`config.mk`:
```
export PLATFORM = sky130hd
export DESIGN_NAME = command_frame_parser_crc16_flat
export DESIGN_NICKNAME = d
export VERILOG_FILES = /design/src/sv/cfp_pkg.sv /design/src/sv/cfp_stream_if.sv /design/src/sv/command_frame_parser_crc16.sv /design/src/flat_wrapper.sv
export SDC_FILE = /design/constraint.sdc
export NUM_CORES = 1
export LEC_CHECK = 0
export ABC_AREA = 1
export BUFFER_PORTS_ARGS = -buffer_cell sky130_fd_sc_hd__buf_4
export CORE_ASPECT_RATIO = 1.75
export CORE_MARGIN = 3
export CORE_UTILIZATION = 50
export CTS_CLUSTER_DIAMETER = 30
export DETAILED_ROUTE_END_ITERATION = 7
export PLACE_DENSITY_LB_ADDON = 0.12
export SLEW_MARGIN = 20
export SYNTH_ARGS = -nofsm -noshare
export SYNTH_HDL_FRONTEND = slang
export SYNTH_SLANG_ARGS = --single-unit
```
`constraint.sdc`:
```
create_clock -name clk -period 7.85 [get_ports clk]
set_clock_uncertainty 0.15 [all_clocks]
set_input_delay 0 -clock clk [delete_from_list [all_inputs] [get_ports clk]]
set_output_delay 0 -clock clk [all_outputs]
set_load 0.02 [all_outputs]
```
`src/sv/cfp_pkg.sv`:
```
`default_nettype none

package cfp_pkg;

	typedef enum logic [2:0] {
		PH_HUNT,
		PH_SYNC2,
		PH_LEN,
		PH_CMD,
		PH_DATA,
		PH_CRCLO,
		PH_CRCHI
	} phase_t;

	localparam logic [7:0]  SYNC_FIRST  = 8'h5A;
	localparam logic [7:0]  SYNC_SECOND = 8'hA5;
	localparam logic [15:0] CRC_INIT    = 16'hFFFF;
	localparam logic [15:0] CRC_POLY    = 16'hA001;
	localparam logic [7:0]  PCT_MAX     = 8'd100;
	localparam logic [15:0] TEMP_MAX    = 16'd1000;

	localparam logic [7:0] CMD_PUMP     = 8'h01;
	localparam logic [7:0] CMD_MOISTURE = 8'h02;
	localparam logic [7:0] CMD_LINKAGE  = 8'h03;

	localparam logic STATUS_OK  = 1'b0;
	localparam logic STATUS_BAD = 1'b1;

	typedef struct packed {
		logic [7:0] rx_byte;
		logic       line_error;
	} in_item_t;

	typedef struct packed {
		logic        frame_status;
		logic [7:0]  command_code;
		logic        manual_mode;
		logic [6:0]  manual_power;
		logic [7:0]  moisture_threshold;
		logic [7:0]  moisture_hysteresis;
		logic [2:0]  enable_mask;
		logic [9:0]  temp_limit_tenths;
		logic [6:0]  quality_low_limit;
		logic [15:0] good_frames;
		logic [15:0] error_events;
	} result_t;

	// CRC-16/Modbus, one byte, LSB first
	function automatic logic [15:0] crc_fold(input logic [15:0] crc, input logic [7:0] b);
		logic [15:0] c;
		c = crc ^ {8'h00, b};
		for (int k = 0; k < 8; k++) begin
			if (c[0]) begin
				c = (c >> 1) ^ CRC_POLY;
			end else begin
				c = c >> 1;
			end
		end
		return c;
	endfunction

endpackage

`default_nettype wire

```
`src/sv/cfp_stream_if.sv`:
```
`default_nettype none

interface cfp_stream_if #(
	parameter type data_t = logic
);
	logic  valid;
	logic  ready;
	data_t data;

	modport source (output valid, output data, input ready);
	modport sink   (input valid, input data, output ready);
endinterface

`default_nettype wire

```
`src/sv/command_frame_parser_crc16.sv`:
```
// An accepted byte is held in the input stage register and parsed from there; a frame's result
// is registered in the output register when its CRC high byte is parsed.
// Throughput: one byte per cycle; the output register lets a new byte in while a result waits.
// Only a result held in the output register while the parser has another one stalls input.
// Reset (arst_n low, asynchronous): parser hunts for sync, CRC = 0xFFFF, settings and
// counters zero; payload bytes are not reset.
`default_nettype none

module command_frame_parser_crc16
	import cfp_pkg::*;
#(
	parameter int MAX_PAYLOAD = 16
) (
	input  logic         clk,
	input  logic         arst_n,
	cfp_stream_if.sink   items,
	cfp_stream_if.source results
);

	localparam int         LEN_W   = $clog2(MAX_PAYLOAD + 2);
	localparam logic [7:0] LEN_MAX = 8'(MAX_PAYLOAD + 1);
	// commands only ever look at the first four payload bytes
	localparam int         KEPT    = 4;

	// input stage
	logic     valid_s1;
	in_item_t item_s1;

	// parser state
	phase_t            phase_q, phase_d;
	logic [LEN_W-1:0]  len_q, len_d;
	logic [7:0]        cmd_q, cmd_d;
	logic [LEN_W-1:0]  idx_q, idx_d;
	logic [15:0]       crc_q, crc_d;
	logic [7:0]        crc_lo_q, crc_lo_d;
	logic [7:0]        pay_q [KEPT];
	logic [KEPT-1:0]   pay_we;

	// settings and counters
	logic              mode_q, mode_d;
	logic [6:0]        power_q, power_d;
	logic [7:0]        thr_q, thr_d;
	logic [7:0]        hyst_q, hyst_d;
	logic [2:0]        en_q, en_d;
	logic [9:0]        temp_q, temp_d;
	logic [6:0]        qual_q, qual_d;
	logic [15:0]       good_q, good_d;
	logic [15:0]       err_q, err_d;

	// result register
	logic              res_valid_q;
	result_t           res_q;

	logic              done_c;
	logic              status_c;
	logic              crc_ok;
	logic              fire_s1;
	logic [7:0]        b;
	logic [15:0]       temp_raw;

	assign b        = item_s1.rx_byte;
	assign crc_ok   = ({b, crc_lo_q} == crc_q);
	assign temp_raw = {pay_q[2], pay_q[1]};

	assign fire_s1     = valid_s1 && (!done_c || !res_valid_q || results.ready);
	assign items.ready = !valid_s1 || fire_s1;

	always_ff @(posedge clk or negedge arst_n) begin
		if (!arst_n) begin
			valid_s1 <= 1'b0;
		end else if (items.ready) begin
			valid_s1 <= items.valid;
		end
	end

	always_ff @(posedge clk) begin
		if (items.valid && items.ready) begin
			item_s1 <= items.data;
		end
	end

	// next phase
	always_comb begin
		phase_d = phase_q;
		unique case (phase_q)
			PH_HUNT: begin
				if (b == SYNC_FIRST) phase_d = PH_SYNC2;
			end
			PH_SYNC2: begin
				phase_d = (b == SYNC_SECOND) ? PH_LEN : PH_HUNT;
			end
			PH_LEN: begin
				phase_d = (b == 8'd0 || b > LEN_MAX) ? PH_HUNT : PH_CMD;
			end
			PH_CMD: begin
				phase_d = (len_q <= LEN_W'(1)) ? PH_CRCLO : PH_DATA;
			end
			PH_DATA: begin
				if (idx_q + LEN_W'(2) >= len_q) phase_d = PH_CRCLO;
			end
			PH_CRCLO: begin
				phase_d = PH_CRCHI;
			end
			PH_CRCHI: begin
				phase_d = PH_HUNT;
			end
			default: begin
				phase_d = PH_HUNT;
			end
		endcase
	end

	// datapath and result
	always_comb begin
		len_d    = len_q;
		cmd_d    = cmd_q;
		idx_d    = idx_q;
		crc_d    = crc_q;
		crc_lo_d = crc_lo_q;
		pay_we   = '0;
		mode_d   = mode_q;
		power_d  = power_q;
		thr_d    = thr_q;
		hyst_d   = hyst_q;
		en_d     = en_q;
		temp_d   = temp_q;
		qual_d   = qual_q;
		good_d   = good_q;
		err_d    = err_q + 16'(item_s1.line_error);
		done_c   = 1'b0;
		status_c = STATUS_OK;
		unique case (phase_q)
			PH_HUNT: begin
				if (b == SYNC_FIRST) crc_d = crc_fold(CRC_INIT, b);
			end
			PH_SYNC2: begin
				if (b == SYNC_SECOND) crc_d = crc_fold(crc_q, b);
			end
			PH_LEN: begin
				if (b != 8'd0 && b <= LEN_MAX) begin
					len_d = b[LEN_W-1:0];
					crc_d = crc_fold(crc_q, b);
				end
			end
			PH_CMD: begin
				cmd_d = b;
				idx_d = '0;
				crc_d = crc_fold(crc_q, b);
			end
			PH_DATA: begin
				if (idx_q < LEN_W'(KEPT)) pay_we[idx_q[1:0]] = 1'b1;
				idx_d = idx_q + LEN_W'(1);
				crc_d = crc_fold(crc_q, b);
			end
			PH_CRCLO: begin
				crc_lo_d = b;
			end
			PH_CRCHI: begin
				done_c = 1'b1;
				if (crc_ok) begin
					good_d = good_q + 16'd1;
					// payload length is len_q - 1
					if (cmd_q == CMD_PUMP && len_q >= LEN_W'(3)) begin
						mode_d  = (pay_q[0] != 8'd0);
						power_d = (pay_q[1] > PCT_MAX) ? PCT_MAX[6:0] : pay_q[1][6:0];
					end else if (cmd_q == CMD_MOISTURE && len_q >= LEN_W'(3)) begin
						thr_d  = pay_q[0];
						hyst_d = pay_q[1];
					end else if (cmd_q == CMD_LINKAGE && len_q >= LEN_W'(5)) begin
						en_d = pay_q[0][2:0];
						if (temp_raw[15]) begin
							temp_d = '0;
						end else if (temp_raw > TEMP_MAX) begin
							temp_d = TEMP_MAX[9:0];
						end else begin
							temp_d = temp_raw[9:0];
						end
						qual_d = (pay_q[3] > PCT_MAX) ? PCT_MAX[6:0] : pay_q[3][6:0];
					end
				end else begin
					status_c = STATUS_BAD;
					err_d    = err_q + 16'(item_s1.line_error) + 16'd1;
				end
			end
			default: begin
			end
		endcase
	end

	always_ff @(posedge clk or negedge arst_n) begin
		if (!arst_n) begin
			phase_q  <= PH_HUNT;
			len_q    <= '0;
			cmd_q    <= '0;
			idx_q    <= '0;
			crc_q    <= CRC_INIT;
			crc_lo_q <= '0;
			mode_q   <= 1'b0;
			power_q  <= '0;
			thr_q    <= '0;
			hyst_q   <= '0;
			en_q     <= '0;
			temp_q   <= '0;
			qual_q   <= '0;
			good_q   <= '0;
			err_q    <= '0;
		end else if (fire_s1) begin
			phase_q  <= phase_d;
			len_q    <= len_d;
			cmd_q    <= cmd_d;
			idx_q    <= idx_d;
			crc_q    <= crc_d;
			crc_lo_q <= crc_lo_d;
			mode_q   <= mode_d;
			power_q  <= power_d;
			thr_q    <= thr_d;
			hyst_q   <= hyst_d;
			en_q     <= en_d;
			temp_q   <= temp_d;
			qual_q   <= qual_d;
			good_q   <= good_d;
			err_q    <= err_d;
		end
	end

	always_ff @(posedge clk) begin
		for (int i = 0; i < KEPT; i++) begin
			if (fire_s1 && pay_we[i]) pay_q[i] <= b;
		end
	end

	always_ff @(posedge clk or negedge arst_n) begin
		if (!arst_n) begin
			res_valid_q <= 1'b0;
		end else if (fire_s1 && done_c) begin
			res_valid_q <= 1'b1;
		end else if (results.ready) begin
			res_valid_q <= 1'b0;
		end
	end

	always_ff @(posedge clk) begin
		if (fire_s1 && done_c) begin
			res_q.frame_status        <= status_c;
			res_q.command_code        <= cmd_q;
			res_q.manual_mode         <= mode_d;
			res_q.manual_power        <= power_d;
			res_q.moisture_threshold  <= thr_d;
			res_q.moisture_hysteresis <= hyst_d;
			res_q.enable_mask         <= en_d;
			res_q.temp_limit_tenths   <= temp_d;
			res_q.quality_low_limit   <= qual_d;
			res_q.good_frames         <= good_d;
			res_q.error_events        <= err_d;
		end
	end

	assign results.valid = res_valid_q;
	assign results.data  = res_q;

endmodule

`default_nettype wire

```
`src/flat_wrapper.sv`:
```
// flat-port wrapper written by rule: the top's interface ports become plain ports
module command_frame_parser_crc16_flat import cfp_pkg::*;
#(
	parameter int MAX_PAYLOAD = 16
)
  (clk, arst_n, items_valid, items_data, items_ready, results_valid, results_data, results_ready);
  cfp_stream_if #(.data_t(in_item_t)) items_i ();
  cfp_stream_if #(.data_t(result_t)) results_i ();
  input  logic clk;
  input  logic arst_n;
  input wire logic [$bits(items_i.valid)-1:0] items_valid;
  input wire logic [$bits(items_i.data)-1:0] items_data;
  output wire logic [$bits(items_i.ready)-1:0] items_ready;
  output wire logic [$bits(results_i.valid)-1:0] results_valid;
  output wire logic [$bits(results_i.data)-1:0] results_data;
  input wire logic [$bits(results_i.ready)-1:0] results_ready;
  assign items_i.valid = items_valid;
  assign items_i.data = items_data;
  assign items_ready = items_i.ready;
  assign results_valid = results_i.valid;
  assign results_data = results_i.data;
  assign results_i.ready = results_ready;
  command_frame_parser_crc16 #(.MAX_PAYLOAD(MAX_PAYLOAD)) u_core (.clk(clk), .arst_n(arst_n), .items(items_i), .results(results_i));
endmodule
```
# Word-level counts from Yosys, hierarchy flattened
# Memory sizes are Yosys's and may differ from the RTL's.
# Cells that the tools add are included.
# Widths: inputs -> output; s select.
classes:
  eq_ne: 16
  n_lt_le_gt_ge: 12
  reduce_logical: 35
  add_sub_neg: 5
  n_bitwise: 39
  mux: 166
op_table:
  columns: ["op", "count"]
  rows:
  - ["$mux 16", 100]
  - ["$not 2->3", 37]
  - ["$mux 8", 11]
  - ["$pmux 16 s5", 1]
  - ["$mux 10", 7]
  - ["$mux 7", 10]
  - ["$add 16x1->16 const B", 2]
  - ["$reduce_or 8->1", 3]
  - ["$mux 3", 7]
  - ["$mux 1", 20]
  - ["$pmux 3 s6", 1]
  - ["$add 16x1->16", 1]
  - ["$eq 16x16->1", 1]
  - ["$eq 8x2->1 const B", 2]
  - ["$gt 16x10->1 const B", 1]
  - ["$gt 8x7->1 const B", 2]
  - ["$not 8->16", 1]
  - ["$reduce_bool 8->1", 2]
  - ["$xor 16x8->16", 1]
  - ["$logic_and 1x1->1", 12]
  - ["$mux 2", 5]
  - ["$pmux 5 s2", 1]
  - ["$eq 3x3->1 const B", 3]
  - ["$eq 8x1->1 const B", 1]
  - ["other kinds (27)", 41]
totals:
  mem_bits_rw: 32
  input_bits: 13
  elab_cells: 304
  memories: 1
  register_bits: 217
mem_list:
  columns: ["name", "depth", "word_bits", "read_ports", "rd_clocked_by_memory_dff", "wr", "line_no", "text"]
  rows:
  - ["u_core.pay_q", 4, 8, 4, 0, 1, "command_frame_parser_crc16.sv:36", "logic [7:0] pay_q [KEPT];"]

# Logic depth before layout (Yosys ltp)
logic_depth:
  depth_word: 33
  mapped_depth: 16
  mapped_depth_nobuf: 16

# Worst setup path before layout
# No wires, ideal clock.
synth_path:
  path_type: "reg2reg"
  from: "reg u_core.res_valid_q (netlist: u_core.results.valid)"
  to: "reg u_core.res_q (netlist bit u_core.results.data[0]), enable pin"
  path_slack_ns: 4.118
  stages_incl_launch_ff: 8
  arrival_time_ns: 3.143
  setup_time_ns: 0.439
  required_time_ns: 7.261
  cell_sequence: "dfrtp_1 inv_1 nor2_1 a21oi_2 clkbuf_1 clkbuf_1 nand2_1 inv_1"
synth_between:
  elab_chain_len: 5
synth_lines:
  columns: ["item", "line_no", "text"]
  rows:
  - ["from (decl)", "command_frame_parser_crc16.sv:51", "logic res_valid_q;"]
  - ["from (signal assigned)", "command_frame_parser_crc16.sv:234", "res_valid_q <= 1'b0;"]
  - ["from (signal assigned)", "command_frame_parser_crc16.sv:236", "res_valid_q <= 1'b1;"]
  - ["from (signal assigned)", "command_frame_parser_crc16.sv:238", "res_valid_q <= 1'b0;"]
  - ["$logic_not 1->1", "command_frame_parser_crc16.sv:65", "assign fire_s1 = valid_s1 && (!done_c || !res_valid_q || results.ready);"]
  - ["$logic_or 1x1->1 (2 in a row)", "command_frame_parser_crc16.sv:65", null]
  - ["$logic_and 1x1->1", "command_frame_parser_crc16.sv:65", null]
  - ["$logic_and 1x1->1", "command_frame_parser_crc16.sv:243", "if (fire_s1 && done_c) begin"]
  - ["to (decl)", "command_frame_parser_crc16.sv:52", "result_t res_q;"]
# No other way between the ends.
# A chain may end at the register's enable or synchronous reset.

# Worst setup path after layout
layout_path:
  from: "reg u_core.phase_q[2]"
  to: "mem u_core.pay_q[0][3], enable pin"
layout_between:
  elab_chain_len: 13
  elab_cells_between_ends: 29
  classes_between: "2 x eq/ne; 16 x mux; 11 x reduce/logical"
layout_lines:
  columns: ["item", "line_no", "text"]
  rows:
  - ["from (decl)", "command_frame_parser_crc16.sv:30", "phase_t phase_q, phase_d;"]
  - ["from (signal assigned)", "command_frame_parser_crc16.sv:208", "phase_q <= phase_d;"]
  - ["$eq 3x3->1", "command_frame_parser_crc16.sv:132", "unique case (phase_q)"]
  - ["$mux 1", "command_frame_parser_crc16.sv:132", null]
  - ["$logic_not 1->1", "command_frame_parser_crc16.sv:65", null]
  - ["$logic_or 1x1->1 (2 in a row)", "command_frame_parser_crc16.sv:65", null]
  - ["$logic_and 1x1->1", "command_frame_parser_crc16.sv:65", null]
  - ["$logic_and 1x1->1", "command_frame_parser_crc16.sv:228", "if (fire_s1 && pay_we[i]) pay_q[i] <= b;"]
  - ["$mux 1", "command_frame_parser_crc16.sv:228", null]
  - ["$mux 1 (implied by the code)", "command_frame_parser_crc16.sv:228", null]
  - ["$reduce_or 8->1 (no source line)", null, null]
  - ["$mux 2 (no source line) or $mux 1 (tied branches) (3 in a row)", null, null]
  - ["to (decl)", "command_frame_parser_crc16.sv:36", null]
# Several ways; a longest one is shown, not always the timed one.

==> out/metrics.yaml <==
placed_cell_area_um2: 12700
final-instance-count-excl-fill: 1653
clock_tree.buffer_depth: 3
post-route-drc-count: 0
period_needed_ps: 4210
wl_met1_mm: 10.0
clkSlewWorstSetupHoldPaths_ps: 60
syn_inst: 1203
hpwl_mm: 17.8
slew_violations: 0
synth-edff-count: 126
crit_buf_inv: 3
antenna_cells: 0
drive_above_1_share_pct: 16.9
antenna_left: 0
crit_chain: "nand2_1 -> nor2_1 -> a21oi_4 -> buf_4 -> clkinv_1 -> buf_4 -> nor3b_1"
grt_start_max_net_pins: 73
crit_family: "buffers and inverters"
holdWs_ps: 52.0
crit_arrival_ps: 4190
post-route-period-util_pct: 53.7
cap_viol_max_count: 0
status: "finished clean"
htree_levels: 2
yosysMostFrequentCell: "nand2_1"
cts_tree: "yes"
overflow: 0
syn_nets: 1244
io_buffers: 99
synth_area_um2: 11700
finalHoldViolations: 0
vias: 8491
die_x_um: 122
top_layer_used: "met4"
avgViaCountPerCell: 5.14
yosysUniqueCellTypes: 49
synthArstFlopShare_pct: 49.4
yosysWarnings: 0
fin_area_um2: 14100
avgSynthCellArea_um2: 9.72
wl_met3_mm: 1.14
worstPathRequired_ps: 7820
fmax_ghz: 0.237
worst_slew_pin_slew_ps: 1060
die_height_um: 208
finalSetupViolCount: 0
ios: 100
powerDensity_nw_per_um2: 308
syn_to_final_growth_pct: 20.5
rsz0062_at_grt: "false"
met2_wirelength_mm: 14.0
worstHoldPathType: "input pin to flip-flop"
critPathMaxFanout: 72
dpl.cell_count: 1571
p_leak_nw: 6.11
grt_pass1_vias: 8562
core_um2: 22800
critPathMaxStageDelay_ps: 940
synthTopCellsByCount: "nand2_1, edfxtp_1, inv_1"
r2r_setup_slack_ps: 3640
ir_drop_mv: 0.187
numCtsBuffers: 37
seq_area_frac_synth_pct: 58.8
dr.pass1.iters: 5
dp_slack_ps: 3630
antenna_found_initial: 0
synth_ff_type: "edfxtp_1"
synth_seq_cells: 249
wl_mm: 26.2
worst_setup_path_start_kind: "flip-flop"
post_drt_wl_per_cell_um: 15.8
die_area_um2: 25300
critical_path_class: "flip-flop to flip-flop"
power.total_mw: 4.34
cp_common_cell: "buf_4"
critPathCaptureType: "flip-flop"
fin_tns_setup_ps: 0
yosysTopAreaCellShare_pct: 32.4
rows: 73
cts_resized: 0
first_iter_violations: 538
postLayoutCoreUtil_pct: 61.7
clkLatencyLatePin_ps: 520
yosys.area.top_type: "edfxtp_1"
clk_root_buffer_cell: "clkbuf_16"
max_slew_margin_pct: 29.0
crit_slowest_cell: "nor3b_1"
yosys-top-cells-area: "edfxtp_1, dfrtp_1, nand2_1, o21ai_0, inv_1"
fin_ws_ps: 3640
grt_usage_pct: 21.4
gp_congestion: 0.858
nets: 1365
grt_pass1_wl_mm: 42.9
initial_core_util_pct: 51.2
clock_sinks: 249
power breakdown:
part | internal, mW | switching (mW) | leakage (nW)
Combinational | 0.348 | 0.598 | 2.76
Clock | 1.03 | 0.624 | 0.611
Sequential | 1.60 | 0.143 | 2.73
Total | 2.98 | 1.36 | 6.11
final cells by class:
| type | count | area (µm²) |
|---|---|---|
| clock buffers | 42 | 997 |
| clock inverters | 26 | 263 |
| well taps | 300 | 375 |
| fillers | 1965 | 8740 |
| inverters | 125 | 470 |
| repair buffers | 118 | 938 |
| flip-flops and latches | 249 | 6880 |
| multi-input cells | 793 | 4170 |
repair_timing:
action,CTS,global route
setup buffers,0,0
hold endpoints to repair,62,0
hold buffers,14,0
setup endpoints to repair,0,0
final timing paths:
path                                           endpoint  cells after the start               from
min in group asynchronous              u_core.good_q[2]                      4             arst_n
worst max-delay path                 u_core.pay_q[0][3]                      7  u_core.phase_q[2]
worst min-delay path                        u_core.b[2]                      2      items_data[3]
worst min register to register  u_core.results.data[83]                      0    u_core.cmd_q[7]
max in group asynchronous              u_core.good_q[6]                      4             arst_n
worst max register to register       u_core.pay_q[0][3]                      7  u_core.phase_q[2]
worst register-to-register path: cells and delay by family, from the launching register on:
family / cells / cell delay, ps
compound gates: 1 / 660
buf+inv: 3 / 1360
simple gates: 3 / 1230
flops: 1 / 420
layer usage:
metal / global-route usage (%) / up-vias
li1: - / 4217
met1: 24.6 / 4033
met2: 38.5 / 185
met3: 3.05 / 56
met4: 9.90 / 0
met5: 0 / -
cell usage in the layout, fill, tap and decap left out, types with 3 or more instances in the layout:
master         netlist  routed
xor2_1              45      45
nand4_1             18      18
nand3_1             43      43
nand2_2              3       3
o31ai_2              4       4
inv_6                0       9
clkbuf_16            0      39
inv_2                4       4
o21ai_2              3       3
dfrtp_1            107     107
dlygate4sd3_1        0      13
a21oi_1             14      14
nor2_1              84      84
inv_1              120     119
o21ai_1              5       5
bufinv_16            0       3
clkinvlp_4           0       5
nor3_1              20      20
buf_4                0     104
o21ai_0            102     102
a31oi_1             12      12
or2_2                3       3
xnor2_1             21      21
edfxtp_1           126     126
nor2_2               3       3
dfstp_2             16      16
ha_1                28      28
nand2_1            341     341
clkinv_2             0       7
a21oi_2             15      14
nor4_1               5       5
state kept, by name (all words and copies together), names as in the netlist:
name / count
u_core.b: 8
u_core.item_s1: 1
u_core.cmd_q: 8
u_core.pay_q: 32
u_core.err_q: 16
u_core.crc_lo_q: 8
u_core.crc_q: 16
u_core.qual_q: 7
u_core.en_q: 3
u_core.phase_q: 3
u_core.temp_q: 10
u_core.hyst_q: 8
u_core.results.data: 85
u_core.len_q: 5
u_core.idx_q: 5
u_core.power_q: 7
u_core.mode_q: 1
u_core.good_q: 16
u_core.results.valid: 1
u_core.valid_s1: 1
u_core.thr_q: 8
cell families (layout without fill, tap and decap cells):
kind of cell             count (synthesis)  after routing  share of synthesized area (%)
AO/OA/AOI/OAI                          169            169                           8.69
XOR/XNOR                                66             66                           4.94
adder cells (fa/ha/maj)                 28             28                           3.00
buffers and inverters                  161            311                           5.58
flip-flops                             249            249                           58.8
AND/OR/NAND/NOR                        530            530                           18.9
No activity file was read; power rests on OpenSTA's default activity.
